## src/hdl/nmea_sentence_framer_top_assert.svh

```systemverilog
// ----------------------------------------------------------------------------
// nmea sentence framer assertion macros
// concurrent checks that vanish when the design is built for synthesis
// ----------------------------------------------------------------------------
`ifndef NMEA_SENTENCE_FRAMER_TOP_ASSERT_SVH
`define NMEA_SENTENCE_FRAMER_TOP_ASSERT_SVH

`ifndef SYNTHESIS

// same-cycle implication
`define NSF_ASSERT_IMPL(label, clk, rst_n, ante, cons, msg) \
    label: assert property (@(posedge clk) disable iff (!(rst_n)) (ante) |-> (cons)) \
        else $error(msg);

// next-cycle implication
`define NSF_ASSERT_NEXT(label, clk, rst_n, ante, cons, msg) \
    label: assert property (@(posedge clk) disable iff (!(rst_n)) (ante) |=> (cons)) \
        else $error(msg);

`else

`define NSF_ASSERT_IMPL(label, clk, rst_n, ante, cons, msg)
`define NSF_ASSERT_NEXT(label, clk, rst_n, ante, cons, msg)

`endif

`endif

```

## src/hdl/nmea_sf_pkg.sv

```systemverilog
// ----------------------------------------------------------------------------
// nmea sentence framer package
// character codes, status and type codes, address tables, apb request bundle
// ----------------------------------------------------------------------------
`timescale 1ns / 1ps
`default_nettype none

package nmea_sf_pkg;

    localparam int unsigned APB_ADDR_W = 2;
    localparam int unsigned APB_DATA_W = 32;

    localparam logic [APB_ADDR_W-1:0] ADDR_MAX_LENGTH = '0;
    localparam logic [7:0]            MAX_LENGTH_RST  = 8'd82;

    localparam logic [7:0] CH_DOLLAR = 8'h24;
    localparam logic [7:0] CH_STAR   = 8'h2A;
    localparam logic [7:0] CH_CR     = 8'h0D;
    localparam logic [7:0] CH_LF     = 8'h0A;

    localparam logic [2:0] ST_OK        = 3'd0;
    localparam logic [2:0] ST_BAD_CHAR  = 3'd1;
    localparam logic [2:0] ST_CHECKSUM  = 3'd2;
    localparam logic [2:0] ST_NO_CR     = 3'd3;
    localparam logic [2:0] ST_NO_LF     = 3'd4;
    localparam logic [2:0] ST_TOO_LONG  = 3'd5;

    localparam logic [1:0] TYPE_UNKNOWN = 2'd0;
    localparam logic [1:0] TYPE_GPGGA   = 2'd1;
    localparam logic [1:0] TYPE_GPRMC   = 2'd2;

    localparam int unsigned ADDR_CHARS = 5;

    localparam logic [7:0] ADDR_GGA [ADDR_CHARS] = '{8'h47, 8'h50, 8'h47, 8'h47, 8'h41};
    localparam logic [7:0] ADDR_RMC [ADDR_CHARS] = '{8'h47, 8'h50, 8'h52, 8'h4D, 8'h43};

    typedef struct packed {
        logic                  psel;
        logic                  penable;
        logic                  pwrite;
        logic [APB_ADDR_W-1:0] paddr;
        logic [APB_DATA_W-1:0] pwdata;
    } t_apb_req;

    // uppercase ascii hex digit of a nibble
    function automatic logic [7:0] hex_char(input logic [3:0] nib);
        logic [7:0] c;
        if (nib < 4'hA) begin
            c = 8'h30 + {4'h0, nib};
        end else begin
            c = 8'h37 + {4'h0, nib};
        end
        return c;
    endfunction

endpackage

`default_nettype wire

```

## src/hdl/nmea_sf_if.sv

```systemverilog
// ----------------------------------------------------------------------------
// nmea sentence framer channels
// byte input channel and result output channel, valid/ready
// ----------------------------------------------------------------------------
`timescale 1ns / 1ps
`default_nettype none

interface nmea_sf_byte_if;
    logic       valid;
    logic       ready;
    logic [7:0] data_byte;

    modport source (output valid, output data_byte, input ready);
    modport sink   (input valid, input data_byte, output ready);
endinterface

interface nmea_sf_res_if;
    logic       valid;
    logic       ready;
    logic [2:0] status;
    logic [7:0] frame_length;
    logic [1:0] sentence_type;
    logic [7:0] computed_sum;

    modport source (output valid, output status, output frame_length,
                    output sentence_type, output computed_sum, input ready);
    modport sink   (input valid, input status, input frame_length,
                    input sentence_type, input computed_sum, output ready);
endinterface

`default_nettype wire

```

## src/hdl/nmea_sf_cfg.sv

```systemverilog
// ----------------------------------------------------------------------------
// nmea sentence framer configuration registers
// apb write and read of the maximum sentence length
// ----------------------------------------------------------------------------
`timescale 1ns / 1ps
`default_nettype none

module nmea_sf_cfg
    import nmea_sf_pkg::*;
(
    input  wire logic                  i_clk,
    input  wire logic                  i_rst_n,
    input  wire t_apb_req              i_req,
    output logic      [APB_DATA_W-1:0] o_prdata,
    output logic      [7:0]            o_max_length
);

    logic [7:0] r_max_length;
    logic       wr_hit;

    assign wr_hit = i_req.psel && i_req.penable && i_req.pwrite
                    && (i_req.paddr == ADDR_MAX_LENGTH);

    always_ff @(posedge i_clk) begin
        if (!i_rst_n) begin
            r_max_length <= MAX_LENGTH_RST;
        end else if (wr_hit) begin
            r_max_length <= i_req.pwdata[7:0];
        end
    end

    always_comb begin
        o_prdata = '0;
        if (i_req.paddr == ADDR_MAX_LENGTH) begin
            o_prdata = {{(APB_DATA_W-8){1'b0}}, r_max_length};
        end
    end

    assign o_max_length = r_max_length;

endmodule

`default_nettype wire

```

## src/hdl/nmea_sentence_framer_top.sv

```systemverilog
// ----------------------------------------------------------------------------
// nmea sentence framer
// frames nmea 0183 sentences from a byte stream and checks their checksums
// ----------------------------------------------------------------------------
// usage
//   i_byte is a valid/ready byte channel; a byte transfers when valid and
//   ready are both high. every byte is handled in the cycle of its transfer.
//   o_res carries one result per finished or failed sentence: status,
//   frame length, sentence type and computed xor. a result appears in the
//   cycle after the byte that ends the sentence and holds until taken.
//   throughput is one byte per cycle; the per-byte step is a single pass of
//   compare and xor logic between the state registers and the result
//   register. while a result waits with o_res.ready low, i_byte.ready drops
//   for bytes; a result taken in the same cycle frees the slot at once.
//   max_length sits at apb address 0 (reset 82). the user must write it only
//   while no sentence result is pending; the block does not enforce it. pready is tied high.
//   reset (synchronous, active low) returns the framer to hunting for a
//   dollar sign and empties the result register.
// ----------------------------------------------------------------------------
`timescale 1ns / 1ps
`default_nettype none

`include "nmea_sentence_framer_top_assert.svh"

module nmea_sentence_framer_top
    import nmea_sf_pkg::*;
(
    input  wire logic                  i_clk,
    input  wire logic                  i_rst_n,
    nmea_sf_byte_if.sink               i_byte,
    nmea_sf_res_if.source              o_res,
    input  wire logic                  psel,
    input  wire logic                  penable,
    input  wire logic                  pwrite,
    input  wire logic [APB_ADDR_W-1:0] paddr,
    input  wire logic [APB_DATA_W-1:0] pwdata,
    output logic      [APB_DATA_W-1:0] prdata,
    output logic                       pready
);

    typedef enum logic [2:0] {
        PH_HUNT,
        PH_BODY,
        PH_HEXHI,
        PH_HEXLO,
        PH_CR,
        PH_LF
    } t_phase;

    t_apb_req   apb_req;
    logic [7:0] max_length;

    assign apb_req = '{psel: psel, penable: penable, pwrite: pwrite,
                       paddr: paddr, pwdata: pwdata};
    assign pready  = 1'b1;

    nmea_sf_cfg u_cfg (
        .i_clk        (i_clk),
        .i_rst_n      (i_rst_n),
        .i_req        (apb_req),
        .o_prdata     (prdata),
        .o_max_length (max_length)
    );

    t_phase     r_phase, n_phase;
    logic [7:0] r_xor, n_xor;
    logic [7:0] r_cnt, n_cnt;
    logic       r_gga, n_gga;
    logic       r_rmc, n_rmc;

    logic       r_out_valid;
    logic [2:0] r_status;
    logic [7:0] r_len;
    logic [1:0] r_type;
    logic [7:0] r_sum;

    logic       in_xfer;
    logic [7:0] b;
    logic [8:0] newlen;
    logic       addr_seen;
    logic [2:0] pos;
    logic       res_valid;
    logic [2:0] res_status;

    assign i_byte.ready = !r_out_valid || o_res.ready;
    assign in_xfer      = i_byte.valid && i_byte.ready;
    assign b            = i_byte.data_byte;
    assign newlen       = {1'b0, r_cnt} + 9'd1;
    assign addr_seen    = (r_phase != PH_BODY) || (r_cnt >= 8'd6);
    assign pos          = 3'(r_cnt - 8'd1);

    always_comb begin
        n_phase    = r_phase;
        n_xor      = r_xor;
        n_cnt      = r_cnt;
        n_gga      = r_gga;
        n_rmc      = r_rmc;
        res_valid  = 1'b0;
        res_status = ST_OK;
        if (r_phase == PH_HUNT) begin
            if (b == CH_DOLLAR) begin
                n_phase = PH_BODY;
                n_xor   = '0;
                n_cnt   = 8'd1;
                n_gga   = 1'b1;
                n_rmc   = 1'b1;
            end
        end else if (r_cnt >= max_length) begin
            res_valid  = 1'b1;
            res_status = ST_TOO_LONG;
        end else begin
            n_cnt = newlen[7:0];
            case (r_phase)
                PH_BODY: begin
                    if (b == CH_STAR) begin
                        if (newlen < 9'd7) begin
                            n_gga = 1'b0;
                            n_rmc = 1'b0;
                        end
                        n_phase = PH_HEXHI;
                    end else if (!(b inside {[8'h20:8'h7E]})) begin
                        res_valid  = 1'b1;
                        res_status = ST_BAD_CHAR;
                    end else begin
                        n_xor = r_xor ^ b;
                        // address characters sit at lengths two to six
                        if (newlen >= 9'd2 && newlen <= 9'd6) begin
                            if (b != ADDR_GGA[pos]) n_gga = 1'b0;
                            if (b != ADDR_RMC[pos]) n_rmc = 1'b0;
                        end
                    end
                end
                PH_HEXHI: begin
                    if (b != hex_char(r_xor[7:4])) begin
                        res_valid  = 1'b1;
                        res_status = ST_CHECKSUM;
                    end else begin
                        n_phase = PH_HEXLO;
                    end
                end
                PH_HEXLO: begin
                    if (b != hex_char(r_xor[3:0])) begin
                        res_valid  = 1'b1;
                        res_status = ST_CHECKSUM;
                    end else begin
                        n_phase = PH_CR;
                    end
                end
                PH_CR: begin
                    if (b != CH_CR) begin
                        res_valid  = 1'b1;
                        res_status = ST_NO_CR;
                    end else begin
                        n_phase = PH_LF;
                    end
                end
                PH_LF: begin
                    res_valid  = 1'b1;
                    res_status = (b != CH_LF) ? ST_NO_LF : ST_OK;
                end
                default: begin
                    n_phase = PH_HUNT;
                end
            endcase
        end
        if (res_valid) begin
            n_phase = PH_HUNT;
        end
    end

    always_ff @(posedge i_clk) begin
        if (!i_rst_n) begin
            r_phase     <= PH_HUNT;
            r_xor       <= '0;
            r_cnt       <= '0;
            r_gga       <= 1'b1;
            r_rmc       <= 1'b1;
            r_out_valid <= 1'b0;
        end else begin
            if (in_xfer) begin
                r_phase <= n_phase;
                r_xor   <= n_xor;
                r_cnt   <= n_cnt;
                r_gga   <= n_gga;
                r_rmc   <= n_rmc;
            end
            if (in_xfer && res_valid) begin
                r_out_valid <= 1'b1;
            end else if (o_res.ready) begin
                r_out_valid <= 1'b0;
            end
        end
        if (in_xfer && res_valid) begin
            r_status <= res_status;
            r_len    <= newlen[8] ? 8'hFF : newlen[7:0];
            r_sum    <= r_xor;
            if (!addr_seen) begin
                r_type <= TYPE_UNKNOWN;
            end else if (r_gga) begin
                r_type <= TYPE_GPGGA;
            end else if (r_rmc) begin
                r_type <= TYPE_GPRMC;
            end else begin
                r_type <= TYPE_UNKNOWN;
            end
        end
    end

    assign o_res.valid         = r_out_valid;
    assign o_res.status        = r_status;
    assign o_res.frame_length  = r_len;
    assign o_res.sentence_type = r_type;
    assign o_res.computed_sum  = r_sum;

    // a waiting result that is not taken must hold back input bytes
    `NSF_ASSERT_IMPL(a_stall_blocks_input, i_clk, i_rst_n, r_out_valid && !o_res.ready, !i_byte.ready, "byte accepted over a stalled result")

    // a dollar sign while hunting opens a sentence of length one
    `NSF_ASSERT_NEXT(a_dollar_opens, i_clk, i_rst_n, in_xfer && (r_phase == PH_HUNT) && (b == CH_DOLLAR), (r_phase == PH_BODY) && (r_cnt == 8'd1), "dollar sign did not open a sentence")

    // inside a sentence the byte count never sits at zero
    `NSF_ASSERT_IMPL(a_count_live, i_clk, i_rst_n, r_phase != PH_HUNT, r_cnt != 8'd0, "zero byte count inside a sentence")

    // a good sentence holds at least dollar, star, two digits, cr and lf
    `NSF_ASSERT_IMPL(a_ok_length, i_clk, i_rst_n, r_out_valid && (r_status == ST_OK), r_len >= 8'd6, "good sentence shorter than six bytes")

endmodule

`default_nettype wire
```

## src/flat_wrapper.sv

```systemverilog
// flat-port wrapper written by rule: the top's interface ports become plain ports
module nmea_sentence_framer_top_flat import nmea_sf_pkg::*;
  (i_clk, i_rst_n, psel, penable, pwrite, paddr, pwdata, prdata, pready, i_byte_valid, i_byte_data_byte, i_byte_ready, o_res_valid, o_res_status, o_res_frame_length, o_res_sentence_type, o_res_computed_sum, o_res_ready);
  nmea_sf_byte_if i_byte_i ();
  nmea_sf_res_if o_res_i ();
  input  wire logic i_clk;
  input  wire logic i_rst_n;
  input  wire logic psel;
  input  wire logic penable;
  input  wire logic pwrite;
  input  wire logic [APB_ADDR_W-1:0] paddr;
  input  wire logic [APB_DATA_W-1:0] pwdata;
  output logic      [APB_DATA_W-1:0] prdata;
  output logic pready;
  input wire logic [$bits(i_byte_i.valid)-1:0] i_byte_valid;
  input wire logic [$bits(i_byte_i.data_byte)-1:0] i_byte_data_byte;
  output wire logic [$bits(i_byte_i.ready)-1:0] i_byte_ready;
  output wire logic [$bits(o_res_i.valid)-1:0] o_res_valid;
  output wire logic [$bits(o_res_i.status)-1:0] o_res_status;
  output wire logic [$bits(o_res_i.frame_length)-1:0] o_res_frame_length;
  output wire logic [$bits(o_res_i.sentence_type)-1:0] o_res_sentence_type;
  output wire logic [$bits(o_res_i.computed_sum)-1:0] o_res_computed_sum;
  input wire logic [$bits(o_res_i.ready)-1:0] o_res_ready;
  assign i_byte_i.valid = i_byte_valid;
  assign i_byte_i.data_byte = i_byte_data_byte;
  assign i_byte_ready = i_byte_i.ready;
  assign o_res_valid = o_res_i.valid;
  assign o_res_status = o_res_i.status;
  assign o_res_frame_length = o_res_i.frame_length;
  assign o_res_sentence_type = o_res_i.sentence_type;
  assign o_res_computed_sum = o_res_i.computed_sum;
  assign o_res_i.ready = o_res_ready;
  nmea_sentence_framer_top u_core (.i_clk(i_clk), .i_rst_n(i_rst_n), .i_byte(i_byte_i), .o_res(o_res_i), .psel(psel), .penable(penable), .pwrite(pwrite), .paddr(paddr), .pwdata(pwdata), .prdata(prdata), .pready(pready));
endmodule
```

## config.mk

```make
export PLATFORM = sky130hd
export DESIGN_NAME = nmea_sentence_framer_top_flat
export DESIGN_NICKNAME = d
export VERILOG_FILES = /design/src/hdl/nmea_sf_pkg.sv /design/src/hdl/nmea_sf_if.sv /design/src/hdl/nmea_sf_cfg.sv /design/src/hdl/nmea_sentence_framer_top.sv /design/src/flat_wrapper.sv
export VERILOG_INCLUDE_DIRS = /design/src /design/src/hdl
export SDC_FILE = /design/constraint.sdc
export NUM_CORES = 1
export LEC_CHECK = 0
export BUFFER_PORTS_ARGS = -buffer_cell sky130_fd_sc_hd__clkbuf_2
export CORE_ASPECT_RATIO = 0.75
export CORE_MARGIN = 2
export CORE_UTILIZATION = 50
export DETAILED_ROUTE_END_ITERATION = 6
export PLACE_DENSITY_LB_ADDON = 0.25
export SYNTH_ARGS = -nofsm -noshare
export SYNTH_HDL_FRONTEND = slang
export SYNTH_SLANG_ARGS = --single-unit
export TNS_END_PERCENT = 100
```

## constraint.sdc

```tcl
create_clock -name i_clk -period 3.9 [get_ports i_clk]
set_input_delay 0.78 -clock i_clk [delete_from_list [all_inputs] [get_ports i_clk]]
set_output_delay 0.78 -clock i_clk [all_outputs]
set_load 0.03 [all_outputs]
```

==> run_results.csv, run 1 <==
group,metric,value,unit
sta,finalHoldViolations,0,
logic_synthesis,yosysWarnings,0,
setup_path,path_cells,"ha_1, o21ai_0, a22oi_1, nand2_1, a2bb2oi_2, and2_1, and3_1",
layout,areaGrowthSynthToFinish,9.88,%
logic_synthesis,synth_mux_area_frac,0.0390,
layout,drive_gt1_frac,0.191,
pwr,irDropWorstVdd,0.170,mV
sta,worst_slew_pin_slew,1.00,ns
routing,wire_per_inst,15.1,µm
logic_synthesis,synth_cells,422,
logic_synthesis,synthFlopType,"dfxtp_1",
routing,drtPass1Iterations,6,
pwr,p_leak,1.69,nW
worst_hold_path,hold_path_startpoint,"u_core.u_cfg.o_max_length[1]",
clocking,clk_latency,0.31,ns
layout,nets,532,
status,status,"finished clean",
setup_path,r2r_slack,0.65,ns
logic_synthesis,yosysUniqueCellTypes,75,
logic_synthesis,synth-xor-area-share,0.0479,
grt,antenna_found_initial,0,
die,die_h,78.1,µm
place,gp_congestion,0.916,
sta,finalClockSkew,0.00585,ns
setup_path,max_stage_delay,0.82,ns
layout,fin_area,4020,µm²
logic_synthesis,ys_seq_area_frac,0.337,
routing,drt_iter0_markers,292,
clocking,hold_buffers,0,
setup_path,critPathSlowestCell,"and3_1",
flow_run,maxCapViolations,0,
clocking,post_cts_buffers,0,
setup_path,crit_type,"reg2reg",
grt,grt.overflow.total,0,
logic_synthesis,netlist_area,3660,µm²
die,rows,26,
layout,antenna_cells,0,
clocking,max-clock-path-buffers,2,
logic_synthesis,synth_compound_area_frac,0.179,
grt,grt_pass1_vias,2813,
sta,rsz0062_at_grt,"no",
logic_synthesis,synthSimpleGateAreaFrac,0.240,
sta,relSlewSlack,0.331,
worst_hold_path,hold_path_end,"u_core.u_cfg.o_max_length[1]",
grt,grt_pass1_wl,14000,µm
clocking,clkTransAtPathRegs,0.10,ns
routing,routed_via_density,5.66,
pwr,pwr_density_cell,286,nW/µm²
setup_path,critPathTopFamily,"simple AND/OR/NAND/NOR gates",
clocking,h-tree-depth,2,
clocking,post_cts_resized,0,
sta,max_freq,308,MHz
setup_path,reg2regPathDepth,7,
die,num_io_pins,105,
grt,grt_start_max_net_pins,26,
sta,setup_viol,0,
logic_synthesis,async_flop_share,0,
clocking,cts_tree,"yes",
worst_hold_path,hp-class,"reg2reg",
logic_synthesis,synth_top_family_by_area,"simple AND/OR/NAND/NOR gates",
routing,vias,3198,
sta,finalCritPeriodShare,0.833,
layout,seqCellArea,1230,µm²
logic_synthesis,synthAdderAreaFrac,0.0581,
place,dp_hpwl,6300,µm
routing,drt.antenna.violating_nets,0,
worst_hold_path,holdPathStages,2,
logic_synthesis,ys_seq_elements,51,
sta,finalSetupTns,0,ns
setup_path,critPathBufInv,0,
setup_path,critPathCaptureType,"register",
die,core,6960,µm²
routing,drc,0,
die,fp.dieW,103,µm
grt,gr-usage-all-layers,0.218,
routing,wl,8550,µm
clocking,cts_root_buf,"clkbuf_8",
logic_synthesis,synth.avg_cell_area,8.67,µm²
logic_synthesis,synth_edf_count,21,
die,die-area,8020,µm²
clocking,numCtsBuffers,5,
layout,multi_input_area,2160,µm²
die,start_util,0.526,
setup_path,required,3.84,ns
setup_path,cp_max_fo,21,
setup_path,r2r_end,"u_core.o_res.sentence_type[1]",
place,portBuffers,55,
layout,fillers,657,
place,dpl-instance-area,3910,µm²
sta,layout_min_cycle_time,3.25,ns
setup_path,crit_arrival,3.19,ns
setup_path,r2r-start,"u_core.r_cnt[6]",
clocking,clock-sinks,51,
setup_path,cp-start-kind,"register",
sta,drv_slew,0,
## power breakdown
| part | internal, mW | switching (mW) |
|---|---|---|
| Clock | 0.193 | 0.189 |
| Combinational | 0.0656 | 0.135 |
| Sequential | 0.557 | 0.00933 |
## kinds of logic after synthesis
logic type                 count (synthesis)
DFF                                       51
xor gates and xnor gates                  20
buffers and inverters                     66
adders and majority gates                 17
and+or+nand+nor                          163
other                                      2
AOI/OAI and AO/OA                         89
muxes                                     14
## worst register-to-register path, cell delays in order (launching register included)
cell,delay (ns)
dfxtp_1,0.52
ha_1,0.25
o21ai_0,0.09
a22oi_1,0.41
nand2_1,0.30
a2bb2oi_2,0.31
and2_1,0.18
and3_1,0.82
## synth_stat cells, types with 5 or more instances
cell type  number  area, µm²
clkbuf_1       11       41.3
xor2_1         12        105
a21oi_1        20        100
dfxtp_1        30        601
buf_4          25        188
buf_2          10       50.1
nor2b_1        16        100
nor3_1         14       70.1
o211ai_1        5       37.5
ha_1           17        213
nor2_1         32        120
nand2_1        32        120
nand4_1         9       56.3
mux2i_1        12        120
xnor2_1         8       70.1
nand2b_1        8       50.1
o21ai_0        13       65.1
and2_1          7       43.8
edfxtp_1       21        631
nand3_1        19       95.1
inv_1          18       67.6
a31oi_1         5       31.3
## stage by stage
step	hold WS [ns]	power, mW	utilization	setup slack [ns]	instances
final	0.478	1.15	0.577	0.650	565
after global routing	0.510	1.20	0.577	0.325	565
after CTS	0.484	1.15	0.577	0.590	565
after detailed placement	0.459	0.775	0.561	0.328	557
after global placement	0.456	0.772	0.561	0.420	557
after floorplan	0.403	0.744	-	0.941	445
## placed cells by master, fill, tap and decap left out, drive strengths merged, types with 3 or more instances in the layout
| cell | instances |
|---|---|
| a31oi | 5 |
| a21oi | 20 |
| a22oi | 3 |
| buf | 6 |
| nand2b | 8 |
| nor3 | 14 |
| ha | 17 |
| conb | 25 |
| and2 | 7 |
| a2111oi | 3 |
| a21boi | 8 |
| or4b | 4 |
| a211oi | 3 |
| mux2i | 12 |
| a2bb2oi | 3 |
| o21ai | 15 |
| nor2b | 16 |
| nor2 | 33 |
| or2 | 4 |
| clkbuf | 60 |
| nand2 | 32 |
| xor2 | 12 |
| edfxtp | 21 |
| o211ai | 5 |
| dfxtp | 30 |
| nor4 | 3 |
| nand3 | 20 |
| inv | 19 |
| xnor2 | 8 |
| nand4 | 9 |
| o21a | 3 |
## metal layers
| layer | GRT usage | routed length, µm | vias to the layer above |
|---|---|---|---|
| met4 | 0.0421 | 113 | 0 |
| met3 | 0.0338 | 634 | 16 |
| met2 | 0.318 | 3620 | 157 |
| li1 | - | - | 1552 |
| met5 | 0 | 0 | - |
| met1 | 0.341 | 4180 | 1473 |
## state kept, by name, summed over array words and instances, names as in the netlist
name / cells
u_core.r_xor: 8
u_core.r_gga: 1
u_core.o_res.computed_sum: 8
u_core.r_phase: 3
u_core.o_res.status: 3
u_core.o_res.valid: 1
u_core.o_res.sentence_type: 2
u_core.r_rmc: 1
u_core.r_cnt: 8
u_core.o_res.frame_length: 8
u_core.u_cfg.o_max_length: 8
## area by class of cell
cell class | count | share of cell area
clock inverter | 3 | 0.0115
timing repair buffer | 61 | 0.0797
tap | 98 | 0.0305
clock buffer | 5 | 0.0171
sequential | 51 | 0.306
multi-input combinational | 328 | 0.537
inverter | 19 | 0.0177
## worst max path at each step
stage	startpoint	end	slack, ns	depth (start not counted)
2_1_floorplan	i_byte_data_byte[0]	u_core.o_res.computed_sum[0]	0.94	8
3_3_place_gp	i_byte_data_byte[0]	u_core.o_res.frame_length[6]	0.42	8
3_5_place_dp	i_byte_data_byte[0]	u_core.o_res.frame_length[5]	0.33	8
4_1_cts	u_core.r_cnt[0]	u_core.o_res.computed_sum[1]	0.59	9
5_1_grt	u_core.r_cnt[6]	u_core.o_res.computed_sum[2]	0.33	7
6_report	u_core.r_cnt[6]	u_core.o_res.sentence_type[1]	0.65	7
Note: power is estimated with default switching activity, not from simulation.
==> inputs of run 2 (changes only) <==
==> constraint.sdc (replaced) <==
create_clock -name i_clk -period 3.1 [get_ports i_clk]
set_input_delay 0.62 -clock i_clk [delete_from_list [all_inputs] [get_ports i_clk]]
set_output_delay 0.62 -clock i_clk [all_outputs]
set_load 0.03 [all_outputs]
==> run_results.csv, run 2 (synthesis results as in run 1) <==
group,metric,value,unit
sta,worst_slew_pin_slew,0.634,ns
sta,finalHoldViolations,0,
pwr,irDropWorstVdd,0.261,mV
setup_path,crit_arrival,2.91,ns
layout,drive_gt1_frac,0.209,
grt,gr-usage-all-layers,0.220,
routing,drtPass1Iterations,4,
clocking,h-tree-depth,2,
sta,drv_slew,0,
setup_path,critPathSlowestCell,"dfxtp_1",
setup_path,critPathBufInv,2,
sta,setup_viol,0,
layout,nets,543,
routing,drt_iter0_markers,283,
worst_hold_path,hp-class,"reg2reg",
pwr,swShare,0.312,
setup_path,r2r_slack,0.25,ns
die,rows,26,
setup_path,cp-start-kind,"register",
layout,fillers,652,
layout,antenna_cells,0,
setup_path,required,3.16,ns
sta,relSlewSlack,0.573,
clocking,cts_tree,"yes",
grt,grt_pass1_vias,2900,
layout,final_cell_mix,"55 x clkbuf_2, 32 x nand2_1, 32 x nor2_1",
routing,vias,3242,
sta,finalSetupTns,0,ns
die,start_util,0.526,
pwr,internal-power,0.956,mW
setup_path,critPathCaptureType,"register",
routing,routed_via_density,5.63,
clocking,cts_root_buf,"clkbuf_8",
die,core,6960,µm²
pwr,pwr_density_cell,340,nW/µm²
pwr,combPwrFrac,0.183,
layout,areaGrowthSynthToFinish,11.7,%
clocking,numCtsBuffers,5,
clocking,clk_latency,0.31,ns
grt,grt_pass1_wl,14200,µm
clocking,max-clock-path-buffers,2,
setup_path,crit_type,"reg2reg",
sta,finalCritPeriodShare,0.919,
clocking,clkTransAtPathRegs,0.10,ns
setup_path,path_cells,"inv_1, ha_1, a21oi_1, mux2_2, a2111oi_2, nand4_1, a2bb2oi_2, and2_1, and3_1, buf_4",
grt,grt_start_max_net_pins,26,
die,die-area,8020,µm²
setup_path,cp_max_fo,17,
pwr,power,1.39,mW
place,dp_hpwl,6540,µm
routing,drt.antenna.violating_nets,0,
clocking,post_cts_resized,0,
setup_path,max_stage_delay,0.48,ns
clocking,clock-sinks,51,
place,gp_congestion,0.875,
layout,final_common_cell,"clkbuf_2",
die,fp.dieW,103,µm
clocking,post_cts_buffers,0,
routing,wire_per_inst,14.9,µm
clocking,hold_buffers,0,
sta,finalClockSkew,0.00911,ns
status,status,"finished clean",
sta,max_freq,351,MHz
place,portBuffers,55,
die,num_io_pins,105,
layout,seqCellArea,1230,µm²
pwr,seqPwrFrac,0.514,
grt,grt.overflow.total,0,
die,die_h,78.1,µm
flow_run,maxCapViolations,0,
grt,antenna_found_initial,0,
routing,wl,8580,µm
pwr,p_sw,0.434,mW
routing,drc,0,
layout,multi_input_area,2160,µm²
setup_path,critPathTopFamily,"simple AND/OR/NAND/NOR gates",
sta,layout_min_cycle_time,2.85,ns
pwr,p_clk_frac,0.303,
pwr,p_leak,1.75,nW
sta,rsz0062_at_grt,"no",
run 2: changes by cell type in the layout (fill, tap and decap cells not counted):
cell,delta
buf_4,+11
bufinv_16,-1
clkinv_4,+2
clkinvlp_4,-1
inv_6,-1
inv_8,+1
run 2: worst paths after layout:
| check | startpoint | end | depth (start not counted) |
|---|---|---|---|
| setup reg to reg | u_core.r_xor[1] | u_core.o_res.sentence_type[1] | 10 |
| hold / removal | u_core.u_cfg.o_max_length[6] | u_core.u_cfg.o_max_length[6] | 2 |
| hold reg to reg | u_core.u_cfg.o_max_length[6] | u_core.u_cfg.o_max_length[6] | 2 |
| setup / recovery | u_core.r_xor[1] | u_core.o_res.sentence_type[1] | 10 |
run 2: layout make-up:
| class | count | area share |
|---|---|---|
| multi-input cells | 328 | 0.529 |
| well taps | 98 | 0.0300 |
| clock inverters | 3 | 0.00704 |
| flip-flops and latches | 51 | 0.301 |
| clock buffers | 5 | 0.0168 |
| repair buffers | 72 | 0.0986 |
| inverters | 19 | 0.0175 |
run 2: worst register-to-register path, stage by stage (launching register included):
cell and delay (ns):
dfxtp_1 0.48, inv_1 0.12, ha_1 0.32, a21oi_1 0.07, mux2_2 0.28, a2111oi_2 0.25
nand4_1 0.26, a2bb2oi_2 0.27, and2_1 0.18, and3_1 0.16, buf_4 0.21
run 2: power by group through the flow:
stage	Clock [mW]	Combinational, mW	Sequential [mW]
2_1_floorplan	0	0.215	0.721
3_3_place_gp	0	0.247	0.729
3_5_place_dp	0	0.251	0.729
4_1_cts	0.429	0.252	0.713
5_1_grt	0.449	0.281	0.715
6_report	0.421	0.255	0.714
run 2: per-layer routing:
layer  vias to the layer above  global-route usage  wire length, µm
met5                         -                   0                0
met4                         0              0.0303               80
met3                        12              0.0436              685
met2                       136               0.321             3590
met1                      1521               0.343             4220
li1                       1573                   -                -
run 2: per-stage QoR:
stage	util	instance area (µm²)	worst slack [ns]	hold slack [ns]	std cells
after global placement	0.573	3990	0.201	0.455	568
after floorplan	-	3740	0.291	0.403	445
after global routing	0.587	4090	0.0533	0.514	576
after detailed placement	0.573	3990	0.188	0.462	568
final	0.587	4090	0.251	0.484	576
after CTS	0.587	4090	0.261	0.489	576
==> inputs of run 3 (changes only) <==
--- a/config.mk
+++ b/config.mk
@@ -12,6 +12,7 @@
 export CORE_UTILIZATION = 50
 export DETAILED_ROUTE_END_ITERATION = 6
 export PLACE_DENSITY_LB_ADDON = 0.25
+export SKIP_CTS_REPAIR_TIMING = 1
 export SYNTH_ARGS = -nofsm -noshare
 export SYNTH_HDL_FRONTEND = slang
 export SYNTH_SLANG_ARGS = --single-unit
==> constraint.sdc (replaced) <==
create_clock -name i_clk -period 3.05 [get_ports i_clk]
set_input_delay 0.61 -clock i_clk [delete_from_list [all_inputs] [get_ports i_clk]]
set_output_delay 0.61 -clock i_clk [all_outputs]
set_load 0.03 [all_outputs]
==> run_results.csv, run 3 (synthesis results as in run 1) <==
group,metric,value,unit
clocking,max-clock-path-buffers,2,
sta,finalCritPeriodShare,0.938,
pwr,irDropWorstVdd,0.177,mV
sta,worst_slew_pin_slew,0.620,ns
sta,rsz0062_at_grt,"no",
sta,finalClockSkew,0.0152,ns
layout,final_cell_mix,"55 x clkbuf_2, 32 x nand2_1, 32 x nor2_1",
sta,setup_viol,0,
routing,drc,0,
pwr,internal-power,0.970,mW
clocking,cts_tree,"yes",
clocking,clkTransAtPathRegs,0.10,ns
die,die_h,78.1,µm
clocking,cts_root_buf,"clkbuf_8",
flow_run,maxCapViolations,0,
clocking,h-tree-depth,2,
place,portBuffers,55,
layout,postLayoutCoreUtil,0.590,
clocking,clk_latency,0.33,ns
pwr,p_clk_frac,0.301,
worst_hold_path,hp-class,"reg2reg",
grt,grt_pass1_wl,14000,µm
setup_path,required,3.14,ns
routing,drt_iter0_markers,236,
layout,fillers,628,
grt,grt_pass1_vias,2823,
pwr,p_leak,1.76,nW
die,start_util,0.526,
die,die-area,8020,µm²
setup_path,critPathCaptureType,"register",
layout,drive_gt1_frac,0.213,
grt,grt_start_max_net_pins,26,
sta,relSlewSlack,0.583,
routing,vias,3223,
routing,routed_via_density,5.58,
die,rows,26,
pwr,swShare,0.313,
pwr,p_sw,0.442,mW
place,gp_congestion,0.878,
pwr,pwr_density_cell,343,nW/µm²
sta,finalHoldViolations,0,
die,num_io_pins,105,
setup_path,crit_arrival,2.95,ns
grt,gr-usage-all-layers,0.221,
die,core,6960,µm²
setup_path,cp-start-kind,"register",
routing,wire_per_inst,15.1,µm
clocking,clock-sinks,51,
setup_path,crit_type,"reg2reg",
place,dp_hpwl,6560,µm
sta,finalSetupTns,0,ns
routing,drtPass1Iterations,4,
setup_path,cp_max_fo,17,
sta,layout_min_cycle_time,2.86,ns
sta,drv_slew,0,
status,status,"finished clean",
pwr,seqPwrFrac,0.514,
layout,nets,545,
routing,drt.antenna.violating_nets,0,
clocking,numCtsBuffers,5,
grt,antenna_found_initial,0,
sta,max_freq,350,MHz
grt,grt.overflow.total,0,
routing,wl,8720,µm
layout,antenna_cells,0,
layout,areaGrowthSynthToFinish,12.3,%
die,fp.dieW,103,µm
layout,final_common_cell,"clkbuf_2",
pwr,combPwrFrac,0.185,
==> run 3: cell types whose count changed in the layout (fill, tap and decap cells not counted), sizes merged <==
| cell | previous run | this run |
|---|---|---|
| buf | 17 | 19 |
| clkinv | 3 | 2 |
| inv | 19 | 20 |
==> run 3: critical path, stage by stage (launching register included) <==
cell and delay [ns]:
dfxtp_1 0.49, inv_1 0.12, ha_1 0.32, a21oi_1 0.06, mux2_2 0.28, a2111oi_2 0.25
nand4_1 0.28, a2bb2oi_2 0.28, and2_1 0.19, and3_1 0.19, buf_12 0.17
==> run 3: power by group through the flow <==
stage | registers, mW | clock network, mW | logic, mW
CTS | 0.725 | 0.436 | 0.257
floorplan | 0.733 | 0 | 0.219
global route | 0.726 | 0.456 | 0.283
global placement | 0.740 | 0 | 0.251
detailed placement | 0.740 | 0 | 0.256
finish | 0.725 | 0.424 | 0.262
==> run 3: final cells by class <==
type | instances | area [µm²] | area share
multi-input cells | 328 | 2160 | 0.525
clock buffers | 5 | 68.8 | 0.0167
flip-flops and latches | 51 | 1230 | 0.300
inverters | 19 | 71.3 | 0.0174
repair buffers | 74 | 430 | 0.105
well taps | 98 | 123 | 0.0298
clock inverters | 3 | 26.3 | 0.00639
==> run 3: worst paths after layout <==
path,cells after the start,end,start,slack (ns)
worst max-delay path,10,u_core.o_res.sentence_type[1],u_core.r_xor[1],0.19
worst min-delay path,2,u_core.u_cfg.o_max_length[4],u_core.u_cfg.o_max_length[4],0.48
worst max register to register,10,u_core.o_res.sentence_type[1],u_core.r_xor[1],0.19
worst min register to register,2,u_core.u_cfg.o_max_length[4],u_core.u_cfg.o_max_length[4],0.48
==> run 3: per-layer routing <==
layer	part of all wire	global-route usage
met5	0	0
met2	0.43	0.331
met1	0.48	0.339
met3	0.082	0.0374
met4	0.0056	0.0368
==> run 3: metrics by stage <==
step | instance area, µm² | instances | hold slack [ns] | total power [mW] | setup slack, ns
finish | 4110 | 578 | 0.481 | 1.41 | 0.189
global route | 4110 | 578 | 0.512 | 1.47 | 0.0482
CTS | 4110 | 578 | 0.491 | 1.42 | 0.203
detailed placement | 4020 | 570 | 0.465 | 0.997 | 0.166
global placement | 4020 | 570 | 0.456 | 0.992 | 0.196
floorplan | 3740 | 445 | 0.403 | 0.952 | 0.241
